`src/nnis_pkg.sv`:
```
// Shared constants, codes and controller interface types of the image scaler.
package nnis_pkg;

	// Frame store geometry; the source side limit equals one unit of scale.
	localparam int MAX_SIDE   = 256;
	localparam int MAX_PIXELS = 65536;
	localparam int ADDR_W     = $clog2(MAX_PIXELS);
	localparam int SRC_W      = $clog2(MAX_SIDE);
	localparam int SIDE_W     = SRC_W + 1;
	localparam int FRAC_W     = 8;
	localparam int SCALE_W    = 16;
	localparam int COORD_W    = 16;
	localparam int PIX_W      = 8;
	localparam int STEP_W     = $clog2(FRAC_W);
	localparam int CFG_IDX_W  = 2;
	localparam int OUT_DATA_W = PIX_W + 2 * COORD_W;

	// Operation carried on the input tuser.
	typedef enum logic {
		OP_LOAD = 1'b0,
		OP_EMIT = 1'b1
	} op_t;

	// Configuration register indexes.
	typedef enum logic [CFG_IDX_W-1:0] {
		CFG_SRC_WIDTH  = 2'd0,
		CFG_SRC_HEIGHT = 2'd1,
		CFG_SCALE      = 2'd2
	} cfg_idx_t;

	// Commands from the controller to the datapath.
	typedef struct packed {
		logic load_wr;
		logic size;
		logic fix_pos;
		logic div_start;
		logic div_sel_x;
		logic cap;
		logic addr;
		logic read;
		logic emit;
		logic empty;
	} ctrl_cmd_t;

	// Status from the datapath to the controller.
	typedef struct packed {
		logic empty;
		logic div_done;
		logic out_free;
	} ctrl_sts_t;

endpackage

```
`src/nnis_ctrl.sv`:
```
// Controller: sequences loads and the steps of each emit over the datapath.
module nnis_ctrl import nnis_pkg::*; (
	input  logic      clk,
	input  logic      arst_n,
	input  logic      s_tvalid,
	input  logic      s_op,
	output logic      s_tready,
	input  ctrl_sts_t sts,
	output ctrl_cmd_t cmd
);

	typedef enum logic [3:0] {
		S_IDLE,
		S_SIZE,
		S_CHECK,
		S_DIVY,
		S_WAITY,
		S_DIVX,
		S_WAITX,
		S_ADDR,
		S_READ,
		S_DONE
	} state_t;

	state_t state_q;
	logic   empty_q;

	// State register and the empty-output flag.
	always_ff @(posedge clk or negedge arst_n) begin
		if (!arst_n) begin
			state_q <= S_IDLE;
			empty_q <= 1'b0;
		end else begin
			unique case (state_q)
				S_IDLE: begin
					if (s_tvalid && op_t'(s_op) == OP_EMIT) begin
						state_q <= S_SIZE;
					end
				end
				S_SIZE:  state_q <= S_CHECK;
				S_CHECK: begin
					empty_q <= sts.empty;
					state_q <= sts.empty ? S_DONE : S_DIVY;
				end
				S_DIVY:  state_q <= S_WAITY;
				S_WAITY: begin
					if (sts.div_done) begin
						state_q <= S_DIVX;
					end
				end
				S_DIVX:  state_q <= S_WAITX;
				S_WAITX: begin
					if (sts.div_done) begin
						state_q <= S_ADDR;
					end
				end
				S_ADDR:  state_q <= S_READ;
				S_READ:  state_q <= S_DONE;
				S_DONE: begin
					if (sts.out_free) begin
						state_q <= S_IDLE;
					end
				end
				default: state_q <= S_IDLE;
			endcase
		end
	end

	// Command decode.
	always_comb begin
		cmd           = '0;
		cmd.empty     = empty_q;
		cmd.load_wr   = (state_q == S_IDLE) && s_tvalid && op_t'(s_op) == OP_LOAD;
		cmd.size      = (state_q == S_SIZE);
		cmd.fix_pos   = (state_q == S_CHECK) && !sts.empty;
		cmd.div_start = (state_q == S_DIVY) || (state_q == S_DIVX);
		cmd.div_sel_x = (state_q == S_DIVX) || (state_q == S_WAITX);
		cmd.cap       = (state_q == S_WAITY) || (state_q == S_WAITX);
		cmd.addr      = (state_q == S_ADDR);
		cmd.read      = (state_q == S_READ);
		cmd.emit      = (state_q == S_DONE) && sts.out_free;
	end

	assign s_tready = (state_q == S_IDLE);

endmodule

```
`config.mk`:
```
export PLATFORM = sky130hd
export DESIGN_NAME = nnis_ctrl
export DESIGN_NICKNAME = d
export VERILOG_FILES = /design/src/nnis_pkg.sv /design/src/nnis_ctrl.sv
export SDC_FILE = /design/constraint.sdc
export NUM_CORES = 1
export LEC_CHECK = 0
export BUFFER_PORTS_ARGS = -buffer_cell sky130_fd_sc_hd__buf_4
export CAP_MARGIN = 10
export CORE_AREA = 4 4 41 43
export CTS_BUF_LIST = sky130_fd_sc_hd__clkbuf_4 sky130_fd_sc_hd__clkbuf_8
export DETAILED_ROUTE_END_ITERATION = 12
export DIE_AREA = 0 0 45 47
export GPL_ROUTABILITY_DRIVEN = 0
export SETUP_SLACK_MARGIN = 0.2
export SLEW_MARGIN = 15
export SYNTH_ARGS = -nofsm -noshare
export SYNTH_HDL_FRONTEND = slang
export SYNTH_SLANG_ARGS = --single-unit
export TNS_END_PERCENT = 30
```
`constraint.sdc`:
```
create_clock -name clk -period 1.6 [get_ports clk]
set_clock_uncertainty 0.15 [all_clocks]
set_input_delay 0.32 -clock clk [delete_from_list [all_inputs] [get_ports clk]]
set_output_delay 0.32 -clock clk [all_outputs]
set_load 0.01 [all_outputs]
```
Yosys cells after proc, flatten, opt, wreduce, memory -nomap -nowiden:

Cells that the tools add are included.

* equality and inequality tests: 13
* mux-type cells: 6
* bitwise logic cells: 1
* reduce and logical (&&, ||, !) cells: 11

Operators by type and width (count)
* $pmux 4 s10: 1
* $mux 4: 5
* $eq 4x3->1 const B: 4
* $eq 4x2->1 const B: 2
* $eq 4x4->1 const B: 2
* $ne 2x2->1 const B: 3
* $logic_and 1x1->1: 5
* $eq 4x1->1 const B: 1
* $logic_not 4->1: 1
* $reduce_and 4->1: 1
* $logic_or 1x1->1: 3
* $ne 2x1->1 const B: 1
* $logic_not 1->1: 1
* $not 1->1: 1

* bits in registers: 5
* input port bits: 7
* output and inout port bits: 11
* word-level logic and storage cells: 33

Longest topological paths before layout:

* depth in word-level cells: 3
* gate-level depth with buffers: 4

Least setup slack after synthesis:

No wires, ideal clock.

* path kind: reg-to-output
* start point: register state_q[0]
* end point: output cmd[9] in the netlist's numbering
* arrival: 1129 ps
* path slack: 1 ps
* cell stages (with the launch flop): 4
* path buffers: 1
* cells stage by stage: dfrtp_1 buf_6 nor4_4 and3b_1

RTL lines
* from (decl): RTL line nnis_ctrl.sv:25 `state_t state_q;`
* from (signal assigned): RTL line nnis_ctrl.sv:43 `state_q <= sts.empty ? S_DONE : S_DIVY;`
* to (decl): RTL line nnis_ctrl.sv:9 `output ctrl_cmd_t cmd`

==> results.sh <==
export IMPL_cts_tree="done"
export IMPL_ir_worst_vdd_uv=955
export IMPL_synth_warnings=0
export IMPL_synthAdderAreaFrac=0
export IMPL_dr_total_vias=386
export IMPL_clkLatencyLatePin_ns=0.24
export IMPL_min_period_over_period=1.12
export IMPL_overflow=0
export IMPL_tns_ns=-1.07
export IMPL_endpoint_kind="primary output"
export IMPL_yosysSeqAreaShare=0.321
export IMPL_synth_edf_count=0
export IMPL_hold_viol=0
export IMPL_final_area_sq_um=729
export IMPL_die_w_um=45
export IMPL_cp_required_ns=1.13
export IMPL_grt_busiest_layer="met2"
export IMPL_row_count=13
export IMPL_ioPinCount=18
export IMPL_synth_compound_area_frac=0.138
export IMPL_start_kind="register"
export IMPL_maxCapViolCount=0
export IMPL_critPathMaxFanout=7
export IMPL_nNetsFinal=78
export IMPL_wl_per_cell_um=11.9
export IMPL_die_area_sq_um=2120
export IMPL_syn_area_per_cell_sq_um=9.29
export IMPL_antenna_left=0
export IMPL_drt_first_pass_iters=4
export IMPL_worst_pin_slew_ns=0.275
export IMPL_hp_class="in2reg"
export IMPL_ctsLongestPathBuffers=2
export IMPL_layout_drive_gt1_share=0.729
export IMPL_start_util=0.300
export IMPL_path_clk_slew_ns=0.04
export IMPL_arrival_ns=1.32
export IMPL_async_flop_share=1.00
export IMPL_portBuffers=17
export IMPL_use_met1=0.106
export IMPL_root_buffer="clkbuf_4"
export IMPL_grt_max_degree=8
export IMPL_muxShareOfSynthArea=0.0288
export IMPL_grt_pass1_wl_um=1410
export IMPL_drc=0
export IMPL_die_h_um=47
export IMPL_grtUsageMet2=0.161
export IMPL_netlist_instances=42
export IMPL_slew_viol_final=0
export IMPL_setup_violations=10
export IMPL_fmax_ghz=0.559
export IMPL_synth_top_area_share=0.321
export IMPL_htree_levels=1
export IMPL_synthTopCellsByCount="dfrtp_1 (5), nor3_1 (4), a21oi_1 (3), nand2_1 (3), nand2b_1 (3)"
export IMPL_cts_made_buffers=3
export IMPL_mappedNetlistNets=49
export IMPL_ys_ff_latch=5
export IMPL_worst_slack_ns=-0.188
export IMPL_rsz0062_at_grt="yes"
export IMPL_diodes=0
export IMPL_status="complete, but fails checks"
export IMPL_grt_util_met3=0.0115
export IMPL_synthSimpleGateAreaFrac=0.372
export IMPL_drtIter0Drc=3
export IMPL_violations="negative setup slack"
export IMPL_track_usage=0.0938
export IMPL_wl_um=1010
export IMPL_synthTopCellsByArea="dfrtp_1 (32%), buf_6 (5.8%), nor4_4 (5.4%)"
export IMPL_critPathKind="reg2out"
export IMPL_fin_crit_ns=1.79
export IMPL_synth_top_area_cell="dfrtp_1"
export IMPL_grt_pass1_vias=357
export IMPL_p_leak_nw=0.333
export IMPL_synthFlopType="dfrtp_1"
export IMPL_vias_per_cell=4.54
export IMPL_hpwl_um=736
export IMPL_ys_types=26
export IMPL_maxSlewHeadroom=0.815
export IMPL_synth_top_family_by_area="simple AND/OR/NAND/NOR gates"
export IMPL_powerDensity_nw_per_um2=1830
export IMPL_cts_sinks=5
export IMPL_core_sq_um=1300
export IMPL_synth_most_common_cell="dfrtp_1"
export IMPL_netlist_area_sq_um=390
export IMPL_post_dp_cell_area_sq_um=553
export IMPL_area_growth_pct=86.9
export IMPL_antenna_found_initial=0
export IMPL_synth_xor_area_share=0.0224
[worst paths after layout]
path / from / end / slack (ns) / cells past startpoint
worst min register to register: empty_q$_DFFE_PN0N_ / empty_q$_DFFE_PN0N_ / 0.36 / 1
min in group asynchronous: arst_n / state_q[3]$_DFFE_PN0P_ / 0.26 / 2
worst max-delay path: state_q[1]$_DFFE_PN0P_ / cmd[9] / -0.19 / 3
max in group asynchronous: arst_n / state_q[1]$_DFFE_PN0P_ / 0.92 / 2
worst min-delay path: sts[2] / empty_q$_DFFE_PN0N_ / 0.21 / 2
worst max register to register: state_q[0]$_DFFE_PN0P_ / empty_q$_DFFE_PN0N_ / 0.05 / 4
[layout by cell type, fill, tap and decap left out, types with 2 or more instances in the layout]
cell type and instances:
nand2b_4 2, a21oi_1 2, nor3_2 2, clkbuf_4 4, dfrtp_2 4, nand2_1 3, buf_4 21, buf_6 7
[worst max-delay path, stage by stage, from the launching register on]
cell,delay [ns]
dfrtp_2,0.46
nor4_4,0.31
and3b_2,0.22
buf_6,0.10
[what timing repair did]
action,4_1_cts,5_1_grt
cloned,0,0
gates resized for setup,12,14
buffers inserted,3,1
pin swaps,4,5
setup endpoints to repair,14,14
hold buffers,1,0
hold endpoints to repair,5,0
[flip-flops by register name, summed over array words and instances, names as in the netlist]
name,flops
state_q,4
empty_q,1
[metal layers]
metal  wire (um)  vias up
met4           0        0
met3          41        0
met5           0        -
met2         567        7
met1         399      181
li1            -      198
[power breakdown]
part | internal [mW] | switching (mW) | total, mW
clock network | 0.111 | 0.0466 | 0.157
registers | 0.191 | 0.103 | 0.295
logic | 0.527 | 0.356 | 0.882
total | 0.829 | 0.505 | 1.33
[per-stage QoR]
stage	hold slack (ns)	total power, mW	setup slack (ns)	std cells	util
CTS	0.184	1.20	-0.196	84	0.507
finish	0.210	1.33	-0.188	85	0.561
detailed placement	-0.0283	0.908	-0.0159	76	0.425
floorplan	-0.126	0.681	0.0137	42	-
global route	0.207	1.43	-0.242	85	0.561
global placement	-0.0284	0.912	-0.0286	76	0.425
[final cells by class]
| type | instances | area [sq um] |
|---|---|---|
| sequential | 5 | 130 |
| inverter | 1 | 3.75 |
| clock buffer | 4 | 30.0 |
| timing repair buffer | 29 | 246 |
| fill | 120 | 572 |
| tap | 15 | 18.8 |
| multi-input combinational | 31 | 300 |
[cell families (layout without fill, tap and decap cells)]
logic type             Yosys count  count (layout)
flip-flops                       5               5
multiplexers                     1               1
buffers and inverters            6              34
AND/OR/NAND/NOR                 21              21
XOR/XNOR                         1               1
AO/OA/AOI/OAI                    8               8
Power figures use the tool's default switching activity.
